<file path="config.mk">
export PLATFORM = sky130hd
export DESIGN_NAME = tmis_ram
export DESIGN_NICKNAME = d
export VERILOG_FILES = /design/src/design/tmis_ram.sv
export SDC_FILE = /design/constraint.sdc
export NUM_CORES = 1
export LEC_CHECK = 0
export BUFFER_PORTS_ARGS = -buffer_cell sky130_fd_sc_hd__buf_2
export CORE_MARGIN = 4
export CORE_UTILIZATION = 40
export DETAILED_ROUTE_END_ITERATION = 8
export GPL_ROUTABILITY_DRIVEN = 1
export GPL_TIMING_DRIVEN = 1
export PLACE_DENSITY = 0.65
export SLEW_MARGIN = 20
export SYNTH_ARGS = -nofsm -noshare
export SYNTH_HDL_FRONTEND = slang
export SYNTH_SLANG_ARGS = --single-unit
</file>
<file path="constraint.sdc">
create_clock -name clk -period 2.1 [get_ports clk]
set_input_delay 0.315 -clock clk [delete_from_list [all_inputs] [get_ports clk]]
set_output_delay 0.315 -clock clk [all_outputs]
set_load 0.005 [all_outputs]
</file>
<file path="src/design/tmis_ram.sv">
// ----------------------------------------------------------------------------
// tmis_ram: generic single-port-write, single-port-read RAM
// One write and one read per cycle; read data is registered.
// ----------------------------------------------------------------------------
module tmis_ram #(
  parameter int WIDTH = 8,
  parameter int DEPTH = 16
) (
  input  logic                     clk,
  input  logic                     we,
  input  logic [$clog2(DEPTH)-1:0] waddr,
  input  logic [WIDTH-1:0]         wdata,
  input  logic                     re,
  input  logic [$clog2(DEPTH)-1:0] raddr,
  output logic [WIDTH-1:0]         rdata
);

  logic [WIDTH-1:0] mem [DEPTH];

  always_ff @(posedge clk) begin
    if (we) begin
      mem[waddr] <= wdata;
    end
    if (re) begin
      rdata <= mem[raddr];
    end
  end

endmodule

</file>
==> results of run 1 <==
logic make-up (layout without fill, tap and decap cells):
logic type	count (synthesis)	after routing	synth area share
AND/OR/NAND/NOR	35	35	0.0314
multiplexers	32	32	0.148
AO/OA/AOI/OAI	16	16	0.0230
flip-flops	136	136	0.781
buffers and inverters	10	79	0.0165
per-layer routing:
layer  wire [um]  vias to the layer above  part of all wire
li1            -                     1096                 -
met2        4980                       54              0.50
met3         393                       12             0.040
met1        4350                     1297              0.44
met4         151                        0             0.015
met5           0                        -                 0
final cells by class:
class | count | area (sq um)
Clock buffer | 23 | 448
Clock inverter | 9 | 173
Fill cell | 1054 | 6430
Multi-Input combinational cell | 83 | 1060
Sequential cell | 136 | 4080
Tap cell | 172 | 215
Timing Repair Buffer | 47 | 313
worst paths after layout:
| kind | startpoint | endpoint | slack, ns | cells after the start |
|---|---|---|---|---|
| worst min register to register | mem[12][3] | rdata[3] | 0.74 | 3 |
| worst max-delay path | mem[1][0] | rdata[0] | 0.56 | 3 |
| worst max register to register | mem[1][0] | rdata[0] | 0.56 | 3 |
| worst min-delay path | wdata[3] | mem[6][3] | 0.30 | 1 |
flip-flops by register name, indices dropped and copies added (netlist names):
register / cells
rdata: 8
mem: 128
worst max-delay path, stage by stage (launching register included):
cell and delay, ns:
edfxtp_1 0.36, mux4_1 0.52, a22oi_1 0.32, nand2_1 0.08
layout by cell type (no fill, tap or decap), types with 5 or more instances in the layout:
| cell | count |
|---|---|
| mux4_1 | 14 |
| nor2_1 | 13 |
| nand2_1 | 9 |
| mux4_2 | 18 |
| a22oi_1 | 16 |
| clkbuf_16 | 17 |
| edfxtp_1 | 136 |
| buf_2 | 26 |
| bufinv_16 | 5 |
| clkbuf_1 | 6 |
| buf_4 | 19 |
through the flow:
step / total power, W / hold slack, ns
finish: 0.00646 / 0.295
global route: 0.00666 / 0.280
CTS: 0.00651 / 0.284
detailed placement: 0.00342 / 0.712
global placement: 0.00341 / 0.701
floorplan: 0.00328 / 0.414
power groups by stage:
stage | Clock [W] | Sequential, W | Combinational, W
after floorplan | 0 | 0.00313 | 0.000154
after global placement | 0 | 0.00313 | 0.000276
after detailed placement | 0 | 0.00313 | 0.000283
after CTS | 0.00315 | 0.00308 | 0.000284
after global routing | 0.00328 | 0.00308 | 0.000304
final | 0.00310 | 0.00308 | 0.000279
==> impl_metrics.py, run 1 <==
metrics = {
    "placed_design": {
        "place_congestion": 0.753,
        "io_buffers": 26,
        "place_inst": 438,
        "placed_area_sq_um": 5670,
        "dpl_worst_slack_ns": 0.168,
        "hpwl_um": 6190,
    },
    "setup_path": {
        "arrival_ns": 1.69,
        "end_kind": "register",
        "cp_max_fo": 1,
        "criticalPathCategory": "reg -> reg",
        "startpoint_type": "register",
        "required_ns": 2.25,
    },
    "sta": {
        "setup_tns_ns": 0,
        "setup_violations": 0,
        "min_period_ns": 1.54,
        "worst_slew_pin_slew_ns": 0.405,
        "fin_skew_ns": 0.00772,
        "slew_violations": 0,
        "slew_headroom": 0.730,
        "fin_ws_ns": 0.562,
        "fmax_ghz": 0.650,
        "finalHoldViolCount": 0,
        "finalCritPeriodShare": 0.733,
        "rsz0062_at_grt": "false",
    },
    "power_and_ir_drop": {
        "switchingPower_w": 0.00118,
        "switching_share": 0.182,
        "seq_power_share": 0.476,
        "leakagePower_nw": 2.13,
        "p_int_w": 0.00528,
        "p_comb_frac": 0.043,
        "clkPwrFrac": 0.481,
        "p_per_area_nw_per_um2": 1030,
        "vdd_drop_max_uv": 569,
    },
    "synth": {
        "syn_inst": 229,
        "synthArstFlopShare": 0,
        "ys.flop_type": "edfxtp_1",
        "synth_nets": 248,
        "seq_area_frac_synth": 0.781,
        "syn_area_per_cell_sq_um": 22.8,
        "yosysMostFrequentCell": "edfxtp_1",
        "synth-seq-cells": 136,
        "synth_top_area_frac": 0.781,
        "synth_area_leaders": "edfxtp_1 78%, mux4_2 7.8%, mux4_1 7.0%, a22oi_1 2.3%, nor2_1 0.93%",
        "synth.cell_area_sq_um": 5230,
        "synth_commonest_cells": "136 x edfxtp_1, 18 x mux4_2, 16 x a22oi_1, 14 x mux4_1, 13 x nor2_1",
        "synth_edf_count": 136,
        "synth-warning-count": 0,
        "synth.distinct_cells": 18,
        "synth_top_area_cell": "edfxtp_1",
    },
    "clock_tree": {
        "clk_pin_slew_ns": 0.06,
        "cts_inserted_buffers": 17,
        "cts.path.max_buffers": 2,
        "cts_hold_buffers": 0,
        "cts-root-buf": "clkbuf_16",
        "post_cts_buffers": 0,
        "ctsResizeCount": 0,
        "clock-sinks": 136,
        "cts_tree": "done",
        "worst_skew_pair.late_latency_ns": 0.40,
        "h-tree-depth": 4,
    },
    "global_routing": {
        "grt_pass1_wl_um": 15400,
        "grt_max_degree": 33,
        "antenna_found_initial": 0,
        "use_met2": 0.236,
        "grt_use_total": 0.145,
        "grt-ovfl-total": 0,
        "gr-usage-met1": 0.183,
        "grt_pass1_vias": 2582,
        "grt.busiest_layer": "met2",
        "use_met3": 0.0429,
    },
    "floorplan": {
        "die_h_um": 122,
        "rows": 41,
        "dieArea_sq_um": 15000,
        "core-area_sq_um": 12700,
        "start_util": 0.411,
        "pin_count": 27,
        "die_x_um": 122,
    },
    "worst_hold_path": {
        "hold_path_class": "in -> reg",
    },
    "route": {
        "vias": 2459,
        "drc": 0,
        "dr.pass1.iters": 4,
        "drt_iter0_markers": 221,
        "wire_per_inst_um": 21.0,
        "avgViaCountPerCell": 5.23,
        "wl_um": 9880,
        "ant_nets": 0,
    },
    "final_layout": {
        "nNetsFinal": 304,
        "finish.utilization": 0.494,
        "final_cells": 470,
        "layout-drive-gt1-share": 0.305,
        "area_growth_pct": 20.3,
        "diodes": 0,
        "final_cell_area_sq_um": 6290,
    },
    "run_status": {
        "status": "complete, no violations",
    },
    "run": {
        "drv_cap": 0,
    },
}
Power figures use the tool's default switching activity.
==> run 2, diff against run 1 <==
==> constraint.sdc (replaced) <==
create_clock -name clk -period 1.5 [get_ports clk]
set_input_delay 0.225 -clock clk [delete_from_list [all_inputs] [get_ports clk]]
set_output_delay 0.225 -clock clk [all_outputs]
set_load 0.005 [all_outputs]
==> run 2 against run 1 <==
Effect of this change:
- setup slack got worse by 0.53 ns
- sequential share of layout area decreased by 1.1 points
- count of clock-buffer cells in the layout decreased by 5
- critical path depth unchanged
- via count decreased by 0.57%
- non-clock buffer count increased by 8
- register-to-register slack got worse by 0.53 ns
- maximum frequency increased by 5.0%
- combinational power increased by 51%
- critical path type unchanged
==> impl_metrics.py, run 2 (synthesis results as in run 1) <==
metrics = {
    "run_status": {
        "status": "complete, no violations",
    },
    "final_layout": {
        "finish.utilization": 0.503,
        "nFillCells": 1050,
        "area_growth_pct": 22.4,
        "layout_common_cells": "136 x edfxtp_1, 26 x buf_2, 26 x buf_4, 19 x mux4_2, 17 x clkbuf_16",
        "layout_commonest_cell": "edfxtp_1",
        "largest_reg_flops": 128,
        "diodes": 0,
        "layout-drive-gt1-share": 0.367,
        "final_cell_area_sq_um": 6400,
        "final_cells": 477,
        "reg_top3": "mem (128), rdata (8)",
        "nNetsFinal": 312,
        "largest-register": "mem",
    },
    "placed_design": {
        "place_congestion": 0.710,
        "io_buffers": 26,
        "hpwl_um": 6540,
        "place_inst": 446,
        "dpl_worst_slack_ns": -0.372,
        "placed_area_sq_um": 5750,
    },
    "route": {
        "drt_iter0_markers": 187,
        "drc": 0,
        "avgViaCountPerCell": 5.13,
        "wire_per_inst_um": 20.7,
        "wl_um": 9850,
        "dr.pass1.iters": 4,
        "vias": 2445,
        "ant_nets": 0,
    },
    "sta": {
        "worst_slew_pin_slew_ns": 0.801,
        "setup_violations": 0,
        "finalHoldViolCount": 0,
        "slew_headroom": 0.465,
        "slew_violations": 0,
        "fmax_ghz": 0.682,
        "fin_skew_ns": 0.00742,
        "finalCritPeriodShare": 0.977,
        "rsz0062_at_grt": "true",
        "min_period_ns": 1.47,
        "hold-worst-slack_ns": 0.197,
        "fin_ws_ns": 0.0347,
    },
    "setup_path": {
        "path_cells": "mux4_1, a22oi_2, nand2_1",
        "end_kind": "register",
        "cp_max_fo": 1,
        "required_ns": 1.64,
        "cp.buffers_inverters": 0,
        "arrival_ns": 1.61,
        "critical-path-slowest-cell": "mux4_1",
        "max_stage_delay_ns": 0.51,
        "critical-path-top-delay-family": "multiplexers",
        "startpoint_type": "register",
        "criticalPathCategory": "reg -> reg",
    },
    "clock_tree": {
        "post_cts_buffers": 0,
        "cts-root-buf": "clkbuf_16",
        "cts.path.max_buffers": 2,
        "clk_pin_slew_ns": 0.06,
        "worst_skew_pair.late_latency_ns": 0.40,
        "h-tree-depth": 4,
        "cts_inserted_buffers": 17,
        "cts_tree": "done",
        "clock-sinks": 136,
    },
    "run": {
        "drv_cap": 0,
    },
    "floorplan": {
        "die_x_um": 122,
        "start_util": 0.411,
        "core-area_sq_um": 12700,
        "die_h_um": 122,
        "rows": 41,
        "dieArea_sq_um": 15000,
        "pin_count": 27,
    },
    "global_routing": {
        "grt_use_total": 0.146,
        "grt_pass1_wl_um": 15500,
        "grt_pass1_vias": 2657,
        "grt-ovfl-total": 0,
        "grt_max_degree": 18,
        "antenna_found_initial": 0,
    },
    "worst_hold_path": {
        "hold_path_class": "in -> reg",
    },
    "power_and_ir_drop": {
        "p_per_area_nw_per_um2": 1410,
        "leakagePower_nw": 2.16,
        "vdd_drop_max_uv": 808,
    },
}
## run 2: layer usage
layer  vias to the layer above  global-route usage  routed length (um)
met5                         -                   0                   0
met4                         0              0.0525                  68
met3                         5              0.0327                 458
met2                        60               0.232                4920
met1                      1270               0.200                4400
li1                       1110                   -                   -
## run 2: repair_timing
item	CTS	global route
hold buffers	0	0
gates cloned	0	0
gates resized for setup	2	5
endpoints found under the setup margin	2	5
pin swaps	0	1
## run 2: report_power, final
part	leakage [nW]	switching, W	internal [W]
Sequential	1.24	0.0000216	0.00428
Combinational	0.635	0.000228	0.000192
Clock	0.294	0.00153	0.00279
## run 2: layout make-up
class / count / area [sq um] / area share
tap: 172 / 215 / 0.0336
multi-input combinational: 83 / 1090 / 0.170
clock buffer: 18 / 429 / 0.0671
sequential: 136 / 4080 / 0.638
clock inverter: 13 / 195 / 0.0305
timing repair buffer: 55 / 385 / 0.0602
## run 2: final timing paths
kind / from / to / slack, ns / depth (start not counted)
worst max-delay path: mem[8][3] / rdata[3] / 0.03 / 3
worst min-delay path: re / rdata[6] / 0.20 / 1
worst max register to register: mem[8][3] / rdata[3] / 0.03 / 3
worst min register to register: mem[14][5] / rdata[5] / 0.75 / 3
## run 2: per-stage QoR
stage / setup TNS (ns) / total power (W)
6_report: 0 / 0.00904
5_1_grt: -0.0104 / 0.00935
4_1_cts: 0 / 0.00911
3_5_place_dp: -2.29 / 0.00480
3_3_place_gp: -2.22 / 0.00479
2_1_floorplan: -0.00289 / 0.00460
