**config.mk**
```make
export PLATFORM = sky130hd
export DESIGN_NAME = tmis_ctrl_flat
export DESIGN_NICKNAME = d
export VERILOG_FILES = /design/src/design/tmis_pkg.sv /design/src/design/tmis_req_if.sv /design/src/design/tmis_ctrl.sv /design/src/flat_wrapper.sv
export SDC_FILE = /design/constraint.sdc
export NUM_CORES = 1
export LEC_CHECK = 0
export BUFFER_PORTS_ARGS = -buffer_cell sky130_fd_sc_hd__buf_2
export CAP_MARGIN = 10
export CORE_MARGIN = 4
export CORE_UTILIZATION = 30
export CTS_BUF_LIST = sky130_fd_sc_hd__clkbuf_8
export DETAILED_ROUTE_END_ITERATION = 12
export SYNTH_ARGS = -nofsm -noshare
export SYNTH_HDL_FRONTEND = slang
export SYNTH_SLANG_ARGS = --single-unit
```
**constraint.sdc**
```tcl
create_clock -name clk -period 3.05 [get_ports clk]
set_input_delay 0.305 -clock clk [delete_from_list [all_inputs] [get_ports clk]]
set_output_delay 0.305 -clock clk [all_outputs]
set_load 0.005 [all_outputs]
```
**src/design/tmis_pkg.sv**
```systemverilog
// ----------------------------------------------------------------------------
// tmis_pkg: shared definitions for the tape machine
// Depths, widths, command and instruction codes, payload and memory port types.
// ----------------------------------------------------------------------------
package tmis_pkg;

  // The three memory depths must be powers of two. Addresses then wrap by
  // truncation.
  localparam int PROG_DEPTH  = 8192;
  localparam int TAPE_DEPTH  = 8192;
  localparam int STACK_DEPTH = 1024;

  localparam int ADDR_W   = 13;
  localparam int BYTE_W   = 8;
  localparam int CMD_W    = 2;
  localparam int PROG_AW  = $clog2(PROG_DEPTH);
  localparam int TAPE_AW  = $clog2(TAPE_DEPTH);
  localparam int STACK_AW = $clog2(STACK_DEPTH);
  localparam int DEPTH_W  = $clog2(STACK_DEPTH + 1);
  localparam int LEVEL_W  = PROG_AW + 1;

  // The clearing sweep covers the larger of the two byte memories.
  localparam int CLR_DEPTH = (PROG_DEPTH > TAPE_DEPTH) ? PROG_DEPTH : TAPE_DEPTH;
  localparam int CLR_AW    = $clog2(CLR_DEPTH);

  localparam logic [CMD_W-1:0] CMD_LOAD    = 2'd0;
  localparam logic [CMD_W-1:0] CMD_EXEC    = 2'd1;
  localparam logic [CMD_W-1:0] CMD_RESTART = 2'd2;

  localparam logic [BYTE_W-1:0] OP_HALT  = 8'h00;
  localparam logic [BYTE_W-1:0] OP_RIGHT = 8'h3E;
  localparam logic [BYTE_W-1:0] OP_LEFT  = 8'h3C;
  localparam logic [BYTE_W-1:0] OP_INC   = 8'h2B;
  localparam logic [BYTE_W-1:0] OP_DEC   = 8'h2D;
  localparam logic [BYTE_W-1:0] OP_OUT   = 8'h2E;
  localparam logic [BYTE_W-1:0] OP_IN    = 8'h2C;
  localparam logic [BYTE_W-1:0] OP_OPEN  = 8'h5B;
  localparam logic [BYTE_W-1:0] OP_CLOSE = 8'h5D;

  typedef struct packed {
    logic [CMD_W-1:0]  cmd;
    logic [ADDR_W-1:0] prog_addr;
    logic [BYTE_W-1:0] prog_byte;
    logic [BYTE_W-1:0] key_byte;
  } req_t;

  typedef struct packed {
    logic              out_valid;
    logic [BYTE_W-1:0] out_byte;
    logic              key_used;
    logic              halted;
    logic              bad_instruction;
    logic              stack_fault;
    logic [ADDR_W-1:0] program_counter;
    logic [ADDR_W-1:0] tape_position;
  } rsp_t;

  typedef struct packed {
    logic               we;
    logic [PROG_AW-1:0] waddr;
    logic [BYTE_W-1:0]  wdata;
    logic               re;
    logic [PROG_AW-1:0] raddr;
  } prog_port_t;

  typedef struct packed {
    logic               we;
    logic [TAPE_AW-1:0] waddr;
    logic [BYTE_W-1:0]  wdata;
    logic               re;
    logic [TAPE_AW-1:0] raddr;
  } tape_port_t;

  typedef struct packed {
    logic                we;
    logic [STACK_AW-1:0] waddr;
    logic [PROG_AW-1:0]  wdata;
    logic                re;
    logic [STACK_AW-1:0] raddr;
  } stack_port_t;

endpackage

```
**src/design/tmis_req_if.sv**
```systemverilog
// ----------------------------------------------------------------------------
// tmis_req_if: command channel
// Valid/ready channel that carries one command item per transfer.
// ----------------------------------------------------------------------------
interface tmis_req_if import tmis_pkg::*; ();
  logic valid;
  logic ready;
  req_t data;

  modport source (output valid, output data, input ready);
  modport sink (input valid, input data, output ready);
endinterface

```
**src/design/tmis_ctrl.sv**
```systemverilog
// ----------------------------------------------------------------------------
// tmis_ctrl: instruction sequencer
// Holds the machine registers and drives the program, tape and stack memories.
// ----------------------------------------------------------------------------
module tmis_ctrl import tmis_pkg::*; (
  input  logic               clk,
  input  logic               rst,
  tmis_req_if.sink           req,
  output prog_port_t         prog_p,
  input  logic [BYTE_W-1:0]  prog_rdata,
  output tape_port_t         tape_p,
  input  logic [BYTE_W-1:0]  tape_rdata,
  output stack_port_t        stack_p,
  input  logic [PROG_AW-1:0] stack_rdata,
  output rsp_t               result,
  output logic               result_load,
  input  logic               slot_free
);

  localparam logic [2:0] ST_CLEAR = 3'd0;
  localparam logic [2:0] ST_IDLE  = 3'd1;
  localparam logic [2:0] ST_EXEC  = 3'd2;
  localparam logic [2:0] ST_SKIP  = 3'd3;
  localparam logic [2:0] ST_POP   = 3'd4;
  localparam logic [2:0] ST_REPLY = 3'd5;

  logic [2:0]         state, state_next;
  logic               boot, boot_next;
  logic [CLR_AW-1:0]  clr_addr, clr_addr_next;
  logic [PROG_AW-1:0] pc, pc_next;
  logic [TAPE_AW-1:0] cp, cp_next;
  logic [DEPTH_W-1:0] depth, depth_next;
  logic               stopped, stopped_next;
  logic [BYTE_W-1:0]  key, key_next;
  logic [PROG_AW-1:0] scan_pos, scan_pos_next;
  logic [LEVEL_W-1:0] level, level_next;
  logic               accept;
  logic               scan_go_on;

  assign req.ready = (state == ST_IDLE);
  assign accept    = req.valid && req.ready;

  always_comb begin
    state_next    = state;
    boot_next     = boot;
    clr_addr_next = clr_addr;
    pc_next       = pc;
    cp_next       = cp;
    depth_next    = depth;
    stopped_next  = stopped;
    key_next      = key;
    scan_pos_next = scan_pos;
    level_next    = level;
    scan_go_on    = 1'b0;
    prog_p        = '0;
    tape_p        = '0;
    stack_p       = '0;
    result        = '0;
    result_load   = 1'b0;

    case (state)
      ST_CLEAR: begin
        tape_p.we    = ({1'b0, clr_addr} < (CLR_AW + 1)'(TAPE_DEPTH));
        tape_p.waddr = TAPE_AW'(clr_addr);
        prog_p.we    = boot && ({1'b0, clr_addr} < (CLR_AW + 1)'(PROG_DEPTH));
        prog_p.waddr = PROG_AW'(clr_addr);
        clr_addr_next = clr_addr + CLR_AW'(1);
        if (clr_addr == CLR_AW'(CLR_DEPTH - 1)) begin
          state_next = boot ? ST_IDLE : ST_REPLY;
          boot_next  = 1'b0;
        end
      end

      ST_IDLE: begin
        if (accept) begin
          case (req.data.cmd)
            CMD_LOAD: begin
              prog_p.we    = 1'b1;
              prog_p.waddr = PROG_AW'(req.data.prog_addr);
              prog_p.wdata = req.data.prog_byte;
              state_next   = ST_REPLY;
            end
            CMD_RESTART: begin
              pc_next       = '0;
              cp_next       = '0;
              depth_next    = '0;
              stopped_next  = 1'b0;
              clr_addr_next = '0;
              state_next    = ST_CLEAR;
            end
            CMD_EXEC: begin
              if (stopped) begin
                state_next = ST_REPLY;
              end else begin
                prog_p.re    = 1'b1;
                prog_p.raddr = pc;
                tape_p.re    = 1'b1;
                tape_p.raddr = cp;
                key_next     = req.data.key_byte;
                state_next   = ST_EXEC;
              end
            end
            default: begin
              state_next = ST_REPLY;
            end
          endcase
        end
      end

      ST_EXEC: begin
        if (slot_free) begin
          pc_next     = pc + PROG_AW'(1);
          result_load = 1'b1;
          state_next  = ST_IDLE;
          case (prog_rdata)
            OP_RIGHT: cp_next = cp + TAPE_AW'(1);
            OP_LEFT:  cp_next = cp - TAPE_AW'(1);
            OP_INC: begin
              tape_p.we    = 1'b1;
              tape_p.waddr = cp;
              tape_p.wdata = tape_rdata + BYTE_W'(1);
            end
            OP_DEC: begin
              tape_p.we    = 1'b1;
              tape_p.waddr = cp;
              tape_p.wdata = tape_rdata - BYTE_W'(1);
            end
            OP_IN: begin
              tape_p.we       = 1'b1;
              tape_p.waddr    = cp;
              tape_p.wdata    = key;
              result.key_used = 1'b1;
            end
            OP_OUT: begin
              result.out_valid = 1'b1;
              result.out_byte  = tape_rdata;
            end
            OP_OPEN: begin
              if (tape_rdata == '0) begin
                if (pc == PROG_AW'(PROG_DEPTH - 1)) begin
                  pc_next = '0;
                end else begin
                  // Start the forward scan for the matching bracket.
                  prog_p.re     = 1'b1;
                  prog_p.raddr  = pc + PROG_AW'(1);
                  scan_pos_next = pc + PROG_AW'(1);
                  level_next    = LEVEL_W'(1);
                  pc_next       = pc;
                  result_load   = 1'b0;
                  state_next    = ST_SKIP;
                end
              end else if (depth == DEPTH_W'(STACK_DEPTH)) begin
                result.stack_fault = 1'b1;
              end else begin
                stack_p.we    = 1'b1;
                stack_p.waddr = STACK_AW'(depth);
                stack_p.wdata = pc;
                depth_next    = depth + DEPTH_W'(1);
              end
            end
            OP_CLOSE: begin
              if (depth == '0) begin
                result.stack_fault = 1'b1;
              end else if (tape_rdata != '0) begin
                stack_p.re    = 1'b1;
                stack_p.raddr = STACK_AW'(depth - DEPTH_W'(1));
                pc_next       = pc;
                result_load   = 1'b0;
                state_next    = ST_POP;
              end else begin
                depth_next = depth - DEPTH_W'(1);
              end
            end
            OP_HALT: begin
              stopped_next = 1'b1;
              pc_next      = pc;
            end
            default: begin
              result.bad_instruction = 1'b1;
            end
          endcase
        end
      end

      ST_SKIP: begin
        if (slot_free) begin
          if (prog_rdata == OP_HALT) begin
            // An unmatched bracket leaves the pointer on the zero byte.
            pc_next     = scan_pos;
            result_load = 1'b1;
            state_next  = ST_IDLE;
          end else if (prog_rdata == OP_CLOSE && level == LEVEL_W'(1)) begin
            pc_next     = scan_pos + PROG_AW'(1);
            result_load = 1'b1;
            state_next  = ST_IDLE;
          end else begin
            scan_go_on = 1'b1;
            if (prog_rdata == OP_OPEN) begin
              level_next = level + LEVEL_W'(1);
            end else if (prog_rdata == OP_CLOSE) begin
              level_next = level - LEVEL_W'(1);
            end
          end
          if (scan_go_on) begin
            if (scan_pos == PROG_AW'(PROG_DEPTH - 1)) begin
              pc_next     = '0;
              result_load = 1'b1;
              state_next  = ST_IDLE;
            end else begin
              prog_p.re     = 1'b1;
              prog_p.raddr  = scan_pos + PROG_AW'(1);
              scan_pos_next = scan_pos + PROG_AW'(1);
            end
          end
        end
      end

      ST_POP: begin
        if (slot_free) begin
          pc_next     = stack_rdata + PROG_AW'(1);
          result_load = 1'b1;
          state_next  = ST_IDLE;
        end
      end

      ST_REPLY: begin
        if (slot_free) begin
          result_load = 1'b1;
          state_next  = ST_IDLE;
        end
      end

      default: begin
        state_next = ST_IDLE;
      end
    endcase

    // The result always reports the registers as they stand after the step.
    result.halted          = stopped_next;
    result.program_counter = ADDR_W'(pc_next);
    result.tape_position   = ADDR_W'(cp_next);
  end

  always_ff @(posedge clk) begin
    if (rst) begin
      state    <= ST_CLEAR;
      boot     <= 1'b1;
      clr_addr <= '0;
      pc       <= '0;
      cp       <= '0;
      depth    <= '0;
      stopped  <= 1'b0;
    end else begin
      state    <= state_next;
      boot     <= boot_next;
      clr_addr <= clr_addr_next;
      pc       <= pc_next;
      cp       <= cp_next;
      depth    <= depth_next;
      stopped  <= stopped_next;
    end
  end

  always_ff @(posedge clk) begin
    key      <= key_next;
    scan_pos <= scan_pos_next;
    level    <= level_next;
  end

  // A result is only produced into a free output slot.
  a_load_free: assert property (@(posedge clk) disable iff (rst)
    result_load |-> slot_free)
    else $error("result produced while output slot busy");

  // One item at a time: the cycle after a transfer never takes another.
  a_one_item: assert property (@(posedge clk) disable iff (rst)
    accept |=> !req.ready)
    else $error("command accepted while previous one in progress");

  // Tape writes never coincide with the fetch of a new instruction.
  a_tape_interlock: assert property (@(posedge clk) disable iff (rst)
    tape_p.we |-> !accept)
    else $error("tape write overlaps a command transfer");

  a_depth_bound: assert property (@(posedge clk) disable iff (rst)
    depth <= DEPTH_W'(STACK_DEPTH))
    else $error("loop stack depth out of range");

endmodule

```
**src/flat_wrapper.sv**
```systemverilog
// flat-port wrapper written by rule: the top's interface ports become plain ports
module tmis_ctrl_flat import tmis_pkg::*;
  (clk, rst, prog_p, prog_rdata, tape_p, tape_rdata, stack_p, stack_rdata, result, result_load, slot_free, req_valid, req_data, req_ready);
  tmis_req_if req_i ();
  input  logic clk;
  input  logic rst;
  output prog_port_t prog_p;
  input  logic [BYTE_W-1:0] prog_rdata;
  output tape_port_t tape_p;
  input  logic [BYTE_W-1:0] tape_rdata;
  output stack_port_t stack_p;
  input  logic [PROG_AW-1:0] stack_rdata;
  output rsp_t result;
  output logic result_load;
  input  logic slot_free;
  input wire logic [$bits(req_i.valid)-1:0] req_valid;
  input wire logic [$bits(req_i.data)-1:0] req_data;
  output wire logic [$bits(req_i.ready)-1:0] req_ready;
  assign req_i.valid = req_valid;
  assign req_i.data = req_data;
  assign req_ready = req_i.ready;
  tmis_ctrl u_core (.clk(clk), .rst(rst), .req(req_i), .prog_p(prog_p), .prog_rdata(prog_rdata), .tape_p(tape_p), .tape_rdata(tape_rdata), .stack_p(stack_p), .stack_rdata(stack_rdata), .result(result), .result_load(result_load), .slot_free(slot_free));
endmodule
```
==> impl_metrics.json <==
{
  "status": "complete, but fails checks",
  "violations": "negative setup slack",
  "crit_path_start_kind": "flip-flop",
  "antenna_cells": 0,
  "synthesis.nets": 1150,
  "grtUsageTotal": 0.209,
  "async_flop_share": 0,
  "synth-edff-count": 35,
  "relSlewSlack": 0.518,
  "finalNonFillerCells": 1688,
  "drc": 0,
  "grt_antenna_before_repair": 0,
  "seq_power_share": 0.519,
  "routed_via_density": 5.56,
  "period_needed_ns": 3.27,
  "cpLargestDelayFamily": "simple AND/OR/NAND/NOR gates",
  "p_comb_frac": 0.078,
  "final_cell_mix": "210 x buf_2, 129 x buf_4, 105 x nor2_1",
  "final_hold_viol_count": 0,
  "grt_pass1_vias": 9050,
  "worst_pin_slew_ns": 0.724,
  "drive_above_1_share": 0.335,
  "grt_setup_unrepaired": "true",
  "cp.buffers_inverters": 2,
  "hpwl_um": 24900,
  "antenna_left": 0,
  "cts-root-buf": "clkbuf_8",
  "ir_drop_mv": 0.198,
  "clk_path_buf_depth": 2,
  "setup_viol_count_final": 13,
  "skew_ns": 0.0167,
  "num_rows": 59,
  "critPathMaxFanout": 8,
  "start_util": 0.306,
  "period_share": 1.07,
  "yosysWarningCount": 0,
  "core_mm2": 0.0261,
  "portBuffers": 211,
  "powerDensity_mw_per_mm2": 222,
  "power_frac_clock": 0.404,
  "crit_type": "flip-flop to output port",
  "cts_sinks": 90,
  "insertion_delay_ns": 0.39,
  "dp_cells": 1658,
  "layout_commonest_cell": "buf_2",
  "use_met3": 0.0367,
  "h-tree-depth": 3,
  "path_cells": "inv_2 -> ha_4 -> or4b_4 -> or4_4 -> a21o_4 -> or2_4 -> o211ai_2 -> o22ai_1 -> nor2_1 -> buf_2",
  "slowest_delay_ns": 0.46,
  "netSwitchingPower_w": 0.000613,
  "finalMaxSlewViolations": 0,
  "slowest_stage": "or4b_4",
  "cap_violations": 0,
  "fillers": 2636,
  "max_freq_ghz": 0.306,
  "dp_slack_ns": -0.0333,
  "avgRoutedWirePerCell_um": 18.9,
  "vias": 9389,
  "area_growth_pct": 35.9,
  "cts_tree": "yes",
  "place.gp.congestion": 0.994,
  "drt_iter0_drc": 902,
  "crit_start": "u_core.depth[1]",
  "ys_ff_latch": 90,
  "grt_overflow": 0,
  "nets": 1432,
  "design_area_mm2": 0.0108,
  "hp-class": "primary input to flip-flop",
  "drt_pass1_iterations": 7,
  "dpl_cell_area_mm2": 0.0101,
  "cts_buffers": 9,
  "syn_inst": 1066,
  "fp.dieArea_mm2": 0.0292,
  "clkTransAtPathRegs_ns": 0.11,
  "die_w_um": 171,
  "cp-end-kind": "output port",
  "p_leak_nw": 4.79,
  "synth_ff_type": "dfxtp_1",
  "drt_wl_total_um": 31900,
  "reg2reg_from": "u_core.depth[1]",
  "power.internal_w": 0.00179,
  "grt_pass1_wl_um": 49100,
  "timing.final.ws_setup_ns": -0.218,
  "p_sw_frac": 0.255,
  "netlist-cell-type-count": 80,
  "yosysSeqAreaShare": 0.270,
  "grt.busiest_layer": "met2",
  "die_h_um": 171,
  "cts-hold-fix-buffers": 0,
  "pin_count": 212,
  "grt_max_degree": 32,
  "grt_use_met1": 0.282,
  "cp.arrival_ns": 2.96,
  "syn_area_mm2": 0.00797,
  "grt_util_met2": 0.340,
  "cp_data_required_time_ns": 2.74,
  "syn_avg_cell_area_um2": 7.47,
  "min-delay-start": "req_data[7]"
}
Yosys cell counts, types with 33 or more instances:
library cell  instances  area share
nand3_1              40       0.025
nand2_1             102       0.048
and2_1               40       0.031
nor3_1               34       0.021
edfxtp_1             35        0.13
xor2_1               38       0.042
clkbuf_1             59       0.028
nor2_1              110       0.052
o21ai_0              61       0.038
xnor2_1              33       0.036
and3_1               33       0.026
inv_1                33       0.016
a21oi_1              67       0.042
dfxtp_1              55        0.14
cell families (layout without fill, tap and decap cells):
family | after synthesis | in the layout | share of synthesized area
simple gates | 485 | 485 | 0.316
compound gates | 284 | 284 | 0.237
buf+inv | 105 | 392 | 0.0532
flops | 90 | 90 | 0.270
xor+xnor | 71 | 71 | 0.0780
fa+ha+maj | 20 | 20 | 0.0323
mux | 11 | 11 | 0.0138
worst register-to-register path: stages (launching register included):
cell	delay (ns)
dfxtp_2	0.34
inv_2	0.07
ha_4	0.13
or4b_4	0.46
or4_4	0.46
buf_4	0.19
and3_1	0.20
o21a_1	0.26
o21ai_0	0.42
a31oi_1	0.07
nor3_1	0.14
per-stage QoR:
step / total power, W / TNS, ns / util / hold slack, ns
2_1_floorplan: 0.00136 / 0 / - / 0.404
3_3_place_gp: 0.00146 / -0.0224 / 0.386 / 0.484
3_5_place_dp: 0.00146 / -0.0333 / 0.386 / 0.486
4_1_cts: 0.00243 / -1.94 / 0.405 / 0.0578
5_1_grt: 0.00250 / -3.16 / 0.415 / 0.0612
6_report: 0.00241 / -1.76 / 0.415 / 0.0834
layout make-up:
class	instances	area, um2	share of cell area
Multi-Input combinational cell	871	5810	0.536
Sequential cell	90	2170	0.201
Timing Repair Buffer	343	2080	0.192
Tap cell	335	419	0.0387
Clock buffer	9	124	0.0114
Inverter	33	124	0.0114
Clock inverter	7	100	0.00925
power groups by stage:
stage	clock [W]	combinational (W)	sequential, W
finish	0.000971	0.000188	0.00125
global route	0.00104	0.000205	0.00125
CTS	0.000995	0.000184	0.00125
detailed placement	0	0.000182	0.00128
global placement	0	0.000179	0.00128
floorplan	0	0.0000839	0.00127
repair_timing:
action                                  CTS  global route
pin swaps                                26            21
buffers inserted                          5             9
gates resized for setup                  58            51
cloned                                    0             0
endpoints found under the setup margin   40            57
flip-flops by register name, summed over array words and instances, names as in the netlist:
signal	count
u_core.clr_addr	13
u_core.depth	11
u_core.cp	13
u_core.key	8
u_core.pc	13
u_core.boot	1
u_core.state	3
u_core.stopped	1
u_core.level	14
u_core.scan_pos	13
final timing paths:
check	to	slack [ns]	cells past startpoint
max	result[17]	-0.22	10
min	u_core.key[7]	0.08	1
max reg2reg	u_core.depth[8]	0.23	10
min reg2reg	u_core.boot	0.50	2
metal layers:
| layer | vias up | routed length [um] |
|---|---|---|
| li1 | 4474 | - |
| met1 | 4425 | 13700 |
| met2 | 431 | 14800 |
| met3 | 59 | 2620 |
| met4 | 0 | 785 |
| met5 | - | 0 |
No activity file was read; power rests on OpenSTA's default activity.
